## src/sv/grfa_pkg.sv

```systemverilog
// Shared types and codes for the grid rectangle first-fit allocator.
// No dependencies; used by the allocator top level.
package grfa_pkg;

  // request codes
  localparam logic FUNC_PLACE   = 1'b0;
  localparam logic FUNC_RELEASE = 1'b1;

  // configuration register indexes and data width
  localparam int CFG_IDX_W = 1;
  localparam int CFG_W     = 5;
  localparam logic [CFG_IDX_W-1:0] CFG_GRID_ROWS = 1'b0;
  localparam logic [CFG_IDX_W-1:0] CFG_GRID_COLS = 1'b1;
  localparam logic [CFG_W-1:0]     GRID_RST      = 5'd16;

  // request beat
  typedef struct packed {
    logic       func;
    logic [4:0] plug_height;
    logic [4:0] plug_width;
    logic [3:0] rel_row;
    logic [3:0] rel_col;
  } req_t;

  // result beat
  typedef struct packed {
    logic       found;
    logic [3:0] corner_row;
    logic [3:0] corner_col;
  } rsp_t;

endpackage

```

## src/sv/grfa_ram.sv

```systemverilog
// Generic single-write, single-read synchronous RAM with registered read data.
// No dependencies; holds the occupancy rows of the allocator.
module grfa_ram #(
  parameter int WIDTH = 16,
  parameter int DEPTH = 16
) (
  input  logic                     clk,
  input  logic                     we,
  input  logic [$clog2(DEPTH)-1:0] waddr,
  input  logic [WIDTH-1:0]         wdata,
  input  logic                     re,
  input  logic [$clog2(DEPTH)-1:0] raddr,
  output logic [WIDTH-1:0]         rdata
);

  logic [WIDTH-1:0] mem [DEPTH];
  logic [WIDTH-1:0] rdata_r;

  // write port
  always_ff @(posedge clk) begin
    if (we) begin
      mem[waddr] <= wdata;
    end
  end

  // registered read port
  always_ff @(posedge clk) begin
    if (re) begin
      rdata_r <= mem[raddr];
    end
  end

  assign rdata = rdata_r;

endmodule

```

## src/sv/grfa_fit.sv

```systemverilog
// Column fit finder: marks every start column where a run of free cells fits
// in the OR of the candidate rows, registers it and picks the lowest one.
// No dependencies; instanced by the allocator top level.
module grfa_fit #(
  parameter int MAX_COLS = 16
) (
  input  logic                clk,
  input  logic                load,
  input  logic [MAX_COLS-1:0] acc,
  input  logic [4:0]          wid,
  input  logic [($clog2(MAX_COLS+1) > 5 ? $clog2(MAX_COLS+1) : 5):0] cols,
  output logic                hit,
  output logic [($clog2(MAX_COLS+1) > 5 ? $clog2(MAX_COLS+1) : 5):0] col
);

  localparam int CC_W = ($clog2(MAX_COLS+1) > 5 ? $clog2(MAX_COLS+1) : 5) + 1;

  logic [MAX_COLS-1:0] wmask;
  logic [MAX_COLS-1:0] fit;
  logic [MAX_COLS-1:0] fit_r;
  logic [MAX_COLS-1:0] low;
  logic [CC_W-1:0]     wid_x;

  assign wid_x = CC_W'(wid);

  // run mask of the rectangle width, then one fit flag per start column
  always_comb begin
    logic [MAX_COLS-1:0] span;
    for (int j = 0; j < MAX_COLS; j++) begin
      wmask[j] = CC_W'(j) < wid_x;
    end
    for (int c = 0; c < MAX_COLS; c++) begin
      span   = wmask << c;
      fit[c] = ((CC_W'(c) + wid_x) <= cols) && ((acc & span) == '0);
    end
  end

  always_ff @(posedge clk) begin
    if (load) begin
      fit_r <= fit;
    end
  end

  // lowest set flag, encoded
  assign low = fit_r & (~fit_r + MAX_COLS'(1));

  always_comb begin
    col = '0;
    for (int j = 0; j < MAX_COLS; j++) begin
      if (low[j]) begin
        col = col | CC_W'(j);
      end
    end
  end

  assign hit = |fit_r;

endmodule

```

## src/sv/grid_rectangle_first_fit_allocator.sv

```systemverilog
// Grid rectangle first-fit allocator: top level with control sequencer.
// Depends on grfa_pkg, grfa_ram (occupancy rows) and grfa_fit (column search).
//
// Usage:
//  - in_valid/in_ready/in_data carry one request beat: place (find the first
//    free plug_height x plug_width rectangle in row-major order and mark it)
//    or release (clear the named rectangle, clipped to the storage).
//  - out_valid/out_ready/out_data carry exactly one result beat per request:
//    found and corner for a place, found = 0 and the echoed corner for a
//    release, all zero when nothing fits.
//  - cfg_we/cfg_index/cfg_wdata write grid_rows and grid_cols; write them
//    only while no request is in flight.
//  - one request at a time: a release clears the rows it names; a place
//    tries start rows in turn (the band is read from the occupancy RAM one
//    row per cycle), then writes the rows back and loads the result; a size
//    that cannot fit goes straight to the result. in_ready comes back
//    together with out_valid.
//  - after reset every cell reads free (one valid bit per RAM row) and both
//    grid registers are 16; no clearing pass is needed.
//  - the result sits in an output register; a new request is accepted while
//    it waits, and a later result waits until the receiver takes it.
module grid_rectangle_first_fit_allocator #(
  parameter int MAX_ROWS = 16,
  parameter int MAX_COLS = 16
) (
  input  logic                            clk,
  input  logic                            rst_n,
  input  logic                            in_valid,
  output logic                            in_ready,
  input  grfa_pkg::req_t                  in_data,
  output logic                            out_valid,
  input  logic                            out_ready,
  output grfa_pkg::rsp_t                  out_data,
  input  logic                            cfg_we,
  input  logic [grfa_pkg::CFG_IDX_W-1:0]  cfg_index,
  input  logic [grfa_pkg::CFG_W-1:0]      cfg_wdata
);

  localparam int RA_W = $clog2(MAX_ROWS);
  localparam int RC_W = ($clog2(MAX_ROWS+1) > 5 ? $clog2(MAX_ROWS+1) : 5) + 1;
  localparam int CC_W = ($clog2(MAX_COLS+1) > 5 ? $clog2(MAX_COLS+1) : 5) + 1;

  localparam logic [2:0] ST_IDLE = 3'd0;
  localparam logic [2:0] ST_SCAN = 3'd1;
  localparam logic [2:0] ST_EVAL = 3'd2;
  localparam logic [2:0] ST_PICK = 3'd3;
  localparam logic [2:0] ST_MARK = 3'd4;
  localparam logic [2:0] ST_DONE = 3'd5;

  logic [2:0]                  state_r, state_nxt;
  logic [grfa_pkg::CFG_W-1:0]  grid_rows_r, grid_cols_r;
  logic [4:0]                  h_r, h_nxt;
  logic [4:0]                  w_r, w_nxt;
  logic [RC_W-1:0]             r_r, r_nxt;
  logic [RC_W-1:0]             cur_r, cur_nxt;
  logic [RC_W-1:0]             end_r, end_nxt;
  logic [MAX_COLS-1:0]         acc_r, acc_nxt;
  logic [MAX_COLS-1:0]         mask_r, mask_nxt;
  logic                        op_set_r, op_set_nxt;
  logic                        pend_r;
  logic                        pend_vld_r;
  logic [RA_W-1:0]             pend_addr_r;
  logic [MAX_ROWS-1:0]         row_valid_r;
  grfa_pkg::rsp_t              res_r, res_nxt;
  logic                        out_valid_r, out_valid_nxt;
  grfa_pkg::rsp_t              out_data_r, out_data_nxt;

  logic [RC_W-1:0]     rows_use;
  logic [CC_W-1:0]     cols_use;
  logic [RC_W-1:0]     rel_end_raw, rel_end;
  logic [RC_W-1:0]     r_inc, r_inc_end;
  logic [CC_W-1:0]     span_lo, span_hi;
  logic [MAX_COLS-1:0] span_m;
  logic                issue;
  logic                ram_we, ram_re;
  logic [RA_W-1:0]     ram_waddr, ram_raddr;
  logic [MAX_COLS-1:0] ram_wdata, ram_rdata, rdat;
  logic                fit_load, fit_hit;
  logic [CC_W-1:0]     fit_col;
  logic                no_fit;

  // occupancy storage
  grfa_ram #(
    .WIDTH (MAX_COLS),
    .DEPTH (MAX_ROWS)
  ) u_ram (
    .clk   (clk),
    .we    (ram_we),
    .waddr (ram_waddr),
    .wdata (ram_wdata),
    .re    (ram_re),
    .raddr (ram_raddr),
    .rdata (ram_rdata)
  );

  // column search over the OR of a band of rows
  grfa_fit #(
    .MAX_COLS (MAX_COLS)
  ) u_fit (
    .clk  (clk),
    .load (fit_load),
    .acc  (acc_r),
    .wid  (w_r),
    .cols (cols_use),
    .hit  (fit_hit),
    .col  (fit_col)
  );

  // used grid size, saturated at the storage
  assign rows_use = (RC_W'(grid_rows_r) > RC_W'(MAX_ROWS)) ? RC_W'(MAX_ROWS)
                                                           : RC_W'(grid_rows_r);
  assign cols_use = (CC_W'(grid_cols_r) > CC_W'(MAX_COLS)) ? CC_W'(MAX_COLS)
                                                           : CC_W'(grid_cols_r);

  // release row range, clipped to the storage
  assign rel_end_raw = RC_W'(in_data.rel_row) + RC_W'(in_data.plug_height);
  assign rel_end     = (rel_end_raw > RC_W'(MAX_ROWS)) ? RC_W'(MAX_ROWS) : rel_end_raw;

  // next start row of the scan
  assign r_inc     = r_r + RC_W'(1);
  assign r_inc_end = r_inc + RC_W'(h_r);

  // column span mask: placed corner in PICK, release request otherwise
  always_comb begin
    if (state_r == ST_PICK) begin
      span_lo = fit_col;
      span_hi = fit_col + CC_W'(w_r);
    end else begin
      span_lo = CC_W'(in_data.rel_col);
      span_hi = CC_W'(in_data.rel_col) + CC_W'(in_data.plug_width);
    end
    for (int j = 0; j < MAX_COLS; j++) begin
      span_m[j] = (CC_W'(j) >= span_lo) && (CC_W'(j) < span_hi);
    end
  end

  // place request that cannot fit anywhere
  assign no_fit = (in_data.plug_height == '0) || (in_data.plug_width == '0) ||
                  (RC_W'(in_data.plug_height) > rows_use) ||
                  (CC_W'(in_data.plug_width) > cols_use);

  // RAM access: reads walk cur_r, writes trail one row behind
  assign issue     = ((state_r == ST_SCAN) || (state_r == ST_MARK)) && (cur_r < end_r);
  assign ram_re    = issue;
  assign ram_raddr = cur_r[RA_W-1:0];
  assign rdat      = pend_vld_r ? ram_rdata : '0;
  assign ram_we    = (state_r == ST_MARK) && pend_r;
  assign ram_waddr = pend_addr_r;
  assign ram_wdata = op_set_r ? (rdat | mask_r) : (rdat & ~mask_r);
  assign fit_load  = (state_r == ST_EVAL);

  // sequencer
  always_comb begin
    state_nxt     = state_r;
    h_nxt         = h_r;
    w_nxt         = w_r;
    r_nxt         = r_r;
    cur_nxt       = issue ? cur_r + RC_W'(1) : cur_r;
    end_nxt       = end_r;
    acc_nxt       = acc_r;
    mask_nxt      = mask_r;
    op_set_nxt    = op_set_r;
    res_nxt       = res_r;
    out_valid_nxt = out_valid_r && !out_ready;
    out_data_nxt  = out_data_r;
    unique case (state_r)
      ST_IDLE: begin
        if (in_valid) begin
          h_nxt = in_data.plug_height;
          w_nxt = in_data.plug_width;
          if (in_data.func == grfa_pkg::FUNC_RELEASE) begin
            op_set_nxt         = 1'b0;
            cur_nxt            = RC_W'(in_data.rel_row);
            end_nxt            = rel_end;
            mask_nxt           = span_m;
            res_nxt.found      = 1'b0;
            res_nxt.corner_row = in_data.rel_row;
            res_nxt.corner_col = in_data.rel_col;
            state_nxt          = ST_MARK;
          end else begin
            res_nxt = '0;
            r_nxt   = '0;
            cur_nxt = '0;
            end_nxt = RC_W'(in_data.plug_height);
            acc_nxt = '0;
            state_nxt = no_fit ? ST_DONE : ST_SCAN;
          end
        end
      end
      ST_SCAN: begin
        if (pend_r) begin
          acc_nxt = acc_r | rdat;
        end
        if (!issue) begin
          state_nxt = ST_EVAL;
        end
      end
      ST_EVAL: begin
        state_nxt = ST_PICK;
      end
      ST_PICK: begin
        if (fit_hit) begin
          op_set_nxt         = 1'b1;
          mask_nxt           = span_m;
          cur_nxt            = r_r;
          end_nxt            = r_r + RC_W'(h_r);
          res_nxt.found      = 1'b1;
          res_nxt.corner_row = r_r[3:0];
          res_nxt.corner_col = fit_col[3:0];
          state_nxt          = ST_MARK;
        end else if (r_inc_end > rows_use) begin
          state_nxt = ST_DONE;
        end else begin
          r_nxt     = r_inc;
          cur_nxt   = r_inc;
          end_nxt   = r_inc_end;
          acc_nxt   = '0;
          state_nxt = ST_SCAN;
        end
      end
      ST_MARK: begin
        if (!issue && !pend_r) begin
          state_nxt = ST_DONE;
        end
      end
      ST_DONE: begin
        if (!out_valid_r || out_ready) begin
          out_valid_nxt = 1'b1;
          out_data_nxt  = res_r;
          state_nxt     = ST_IDLE;
        end
      end
      default: begin
        state_nxt = ST_IDLE;
      end
    endcase
  end

  // control registers
  always_ff @(posedge clk) begin
    if (!rst_n) begin
      state_r     <= ST_IDLE;
      out_valid_r <= 1'b0;
      pend_r      <= 1'b0;
      row_valid_r <= '0;
    end else begin
      state_r     <= state_nxt;
      out_valid_r <= out_valid_nxt;
      pend_r      <= issue;
      if (ram_we) begin
        row_valid_r[ram_waddr] <= 1'b1;
      end
    end
  end

  // configuration registers
  always_ff @(posedge clk) begin
    if (!rst_n) begin
      grid_rows_r <= grfa_pkg::GRID_RST;
      grid_cols_r <= grfa_pkg::GRID_RST;
    end else if (cfg_we) begin
      unique case (cfg_index)
        grfa_pkg::CFG_GRID_ROWS: grid_rows_r <= cfg_wdata;
        grfa_pkg::CFG_GRID_COLS: grid_cols_r <= cfg_wdata;
        default: begin
        end
      endcase
    end
  end

  // payload registers
  always_ff @(posedge clk) begin
    h_r        <= h_nxt;
    w_r        <= w_nxt;
    r_r        <= r_nxt;
    cur_r      <= cur_nxt;
    end_r      <= end_nxt;
    acc_r      <= acc_nxt;
    mask_r     <= mask_nxt;
    op_set_r   <= op_set_nxt;
    res_r      <= res_nxt;
    out_data_r <= out_data_nxt;
    if (issue) begin
      pend_addr_r <= cur_r[RA_W-1:0];
      pend_vld_r  <= row_valid_r[cur_r[RA_W-1:0]];
    end
  end

  assign in_ready  = (state_r == ST_IDLE);
  assign out_valid = out_valid_r;
  assign out_data  = out_data_r;

  // writes only come from the mark walk and never hit the row being read
  a_write_in_mark: assert property (@(posedge clk) disable iff (!rst_n)
    ram_we |-> (state_r == ST_MARK))
    else $error("occupancy write outside mark walk");

  a_no_same_row: assert property (@(posedge clk) disable iff (!rst_n)
    (ram_we && ram_re) |-> (ram_waddr != ram_raddr))
    else $error("read and write of the same row in one cycle");

  a_idle_drained: assert property (@(posedge clk) disable iff (!rst_n)
    (state_r == ST_IDLE) |-> !pend_r)
    else $error("read still in flight while accepting requests");

  a_result_from_done: assert property (@(posedge clk) disable iff (!rst_n)
    $rose(out_valid_r) |-> ($past(state_r) == ST_DONE))
    else $error("result raised outside the done state");

endmodule
```

## config.mk

```make
export PLATFORM = sky130hd
export DESIGN_NAME = grid_rectangle_first_fit_allocator
export DESIGN_NICKNAME = d
export VERILOG_FILES = /design/src/sv/grfa_pkg.sv /design/src/sv/grfa_ram.sv /design/src/sv/grfa_fit.sv /design/src/sv/grid_rectangle_first_fit_allocator.sv
export SDC_FILE = /design/constraint.sdc
export NUM_CORES = 1
export LEC_CHECK = 0
export BUFFER_PORTS_ARGS = -buffer_cell sky130_fd_sc_hd__buf_2
export CAP_MARGIN = 20
export CORE_MARGIN = 2
export CORE_UTILIZATION = 26
export DETAILED_ROUTE_END_ITERATION = 8
export PLACE_DENSITY = 0.5
export SKIP_CTS_REPAIR_TIMING = 1
export SLEW_MARGIN = 20
export SYNTH_ARGS = -nofsm -noshare
export SYNTH_HDL_FRONTEND = slang
export SYNTH_SLANG_ARGS = --single-unit
```

## constraint.sdc

```tcl
create_clock -name clk -period 3.97 [get_ports clk]
set_input_delay 0.1985 -clock clk [delete_from_list [all_inputs] [get_ports clk]]
set_output_delay 0.1985 -clock clk [all_outputs]
set_load 0.005 [all_outputs]
```

==> run summary <==
crit path max fanout = 11
Yosys warnings = 0
area leader, netlist = edfxtp_1
Seq cells post-synth = 403
number of flops mapped to enable cells by yosys = 366
Initial Utilization = 26.4%
fin crit share = 92.4%
final net count = 1737
shortest period the worst path allows = 3.67 ns
Max Clk Rate = 0.273 GHz
Crit path top cell by count = inv_1
full die area = 79600 um2
1st-iter DRT viols = 1121
Max Cap Viol = 0
clock power share = 26.4%
Final Core Density = 30.9%
Avg Cell Area, Syn = 13.5 um2
maximum vdd drop = 362 uV
Crit path max-delay family = compound AO/OA/AOI/OAI gates
layout filler cell count = 7601
clock latency at the later pin of the worst-skew pair = 0.58 ns
critical path's slowest cell = or3_4
Hold Vio Cnt, Final = 1
Placement Setup Slack = 0.333 ns
hpwl dp = 35800 um
number of port buffers = 40
post-route ant nets = 0
Mapped Nets = 1634
total power draw = 15600 uW
initial antenna violation count = 0
internal power = 10200 uW
CTS Buf Count = 43
antenna cell count = 0
row cnt = 101
global-route wire length before repair = 82000 um
clk root buf = clkbuf_16
Via density = 4.88
status = finished with violations
Routed WL = 54000 um
via count = 13000
final worst slack = 0.304 ns
register area share after synthesis = 58.3%
commonest non-fill, non-tap cell in the layout = edfxtp_1
leak pwr = 0.00831 uW
Die Width = 282 um
CP Class = reg -> reg
CP cell instances = buf_4 -> inv_1 -> ha_1 -> inv_1 -> fa_1 -> inv_1 -> a21o_1 -> a21oi_1 -> xnor2_1 -> ha_1 -> a211oi_1 -> a21oi_1 -> or3_4 -> a222oi_1 -> o31ai_1 -> a211o_1
Worst-Margin Slew = 0.911 ns
synthesized instance count = 1492
sw power = 5350 uW
final slew viol count = 0
violated checks = negative hold slack
fraction of registers with async set/reset = 0%
IO Count = 41
Worst EP arrival = 4.12 ns
routability-driven placement congestion ratio = 0.868
Area Overhead vs Synth = 17.1%
Hold WS = -0.00274 ns
setup TNS = 0 ns
TritonCTS clock tree = done
Comb pwr share = 33.4%
grt total ovfl = 0
Slew Limit Headroom = 39.3%
CP Capture Type = register
layout cells sized above 1 = 18.3%
largest net degree at the start of global routing = 56
switch share = 34.4%
crit start category = register
sequential power share = 40.2%
Power Density = 661 nW/um2
clock skew = 0.0340 ns
Post-Syn Area = 20100 um2
detailed-route DRC error count = 0
wire per inst = 20.3 um
Buf/Inv on CP = 4
worst min path class = in -> reg
RSZ-0062 raised after global routing = false
total track usage = 13.6%
Clock Path Buffers = 3
vias in the first global route = 13000
number of distinct library cells after synthesis = 77
most frequent cells in the layout = 366 x edfxtp_1, 113 x a21oi_1, 112 x nand2_1
htree depth = 2
Synth area leaders = edfxtp_1 55%, mux4_2 9.5%, ha_1 6.6%, dfxtp_1 3.7%, a21oi_1 2.8%
Clock transition at path regs = 0.06 ns
worst path required time = 4.42 ns
Most used DFF post-synth = edfxtp_1
Die Ht = 282 um
DRT Pass-1 Iters = 8
final setup fails = 0
Yosys top cell area share = 54.7%
slowest stage delay, CP = 0.50 ns
clk sinks = 403
Core ar. = 76200 um2
## flip-flops by register name, indices dropped and copies added, names as in the netlist
name,count
u_ram.mem,256
acc_r,16
mask_r,16
row_valid_r,16
u_fit.fit_r,16
u_ram.rdata,16
out_data,9
res_r,9
cur_r,6
end_r,6
r_r,6
grid_cols_r,5
grid_rows_r,5
h_r,5
w_r,5
pend_addr_r,4
state_r,3
op_set_r,1
out_valid,1
pend_r,1
pend_vld_r,1
## worst reg2reg max path: stages (launching register included)
cell,delay [ns]
edfxtp_1,0.41
buf_4,0.19
inv_1,0.06
ha_1,0.18
inv_1,0.07
fa_1,0.39
inv_1,0.08
a21o_1,0.11
a21oi_1,0.07
xnor2_1,0.16
ha_1,0.23
a211oi_1,0.22
a21oi_1,0.22
or3_4,0.50
a222oi_1,0.26
o31ai_1,0.12
a211o_1,0.30
## cell families (layout without fill, tap and decap cells)
family / after synthesis / after routing / synth area share, %
DFF: 403 / 403 / 58.3
adders and majority gates: 112 / 112 / 7.19
buffers and inverters: 147 / 284 / 2.96
muxes: 97 / 97 / 10.1
AOI/OAI and AO/OA: 354 / 354 / 11.5
xor gates and xnor gates: 44 / 44 / 1.92
and+or+nand+nor: 335 / 335 / 8.00
## path summary, 6_finish.rpt
kind / from / to / slack [ns] / depth (start not counted)
min reg2reg: res_r[1] / out_data[1] / 0.42 / 0
max: r_r[0] / cur_r[2] / 0.30 / 16
min: in_data[5] / cur_r[1] / -0.003 / 3
max reg2reg: r_r[0] / cur_r[2] / 0.30 / 16
## stage by stage
stage                     hold slack, ns  std cells  cell area (um2)
after floorplan                    0.297       1492            20100
after global placement             0.412       2562            21900
after detailed placement           0.405       2562            21900
after CTS                         -0.130       2641            23400
after global routing           -0.000782       2659            23500
final                           -0.00274       2659            23500
## power by group through the flow
stage	logic (uW)	registers [uW]	clock network (uW)
2_1_floorplan	3800	5880	0
5_1_grt	5760	6320	4380
6_report	5200	6260	4110
4_1_cts	5220	6250	4230
3_3_place_gp	5120	6340	0
3_5_place_dp	5200	6330	0
## metal layers
metal / vias up / GRT usage, % / share of wire (%)
li1: 5980 / - / -
met1: 6548 / 19.2 / 46
met2: 368 / 22.0 / 47
met3: 71 / 1.99 / 5.1
met4: 0 / 3.03 / 1.9
met5: - / 0 / 0
## synth_stat cells (5+ instances only)
cell / n
a2111oi_0: 5
a211oi_1: 11
a21boi_0: 5
a21o_1: 37
a21oi_1: 113
a221o_1: 5
a221oi_1: 13
a222oi_1: 10
a22oi_1: 16
a31oi_1: 22
and2_1: 5
buf_1: 11
clkbuf_1: 51
dfxtp_1: 37
edfxtp_1: 366
fa_1: 6
ha_1: 106
inv_1: 74
mux2i_1: 12
mux4_2: 85
nand2_1: 112
nand2b_1: 11
nand3_1: 18
nand4_1: 13
nor2_1: 90
nor2b_1: 24
nor3_1: 22
nor4_1: 6
o21a_1: 18
o21ai_0: 53
o21bai_1: 8
o22ai_1: 6
xnor2_1: 34
xor2_1: 10
## final cells by class
cell class | instances | area (um2) | share of cell area [%]
flip-flops and latches | 403 | 11700 | 49.9
multi-input cells | 942 | 7850 | 33.3
well taps | 1030 | 1290 | 5.47
clock buffers | 55 | 1150 | 4.89
repair buffers | 127 | 923 | 3.92
clock inverters | 24 | 303 | 1.29
inverters | 78 | 293 | 1.24
Note: power is estimated with default switching activity, not from simulation.
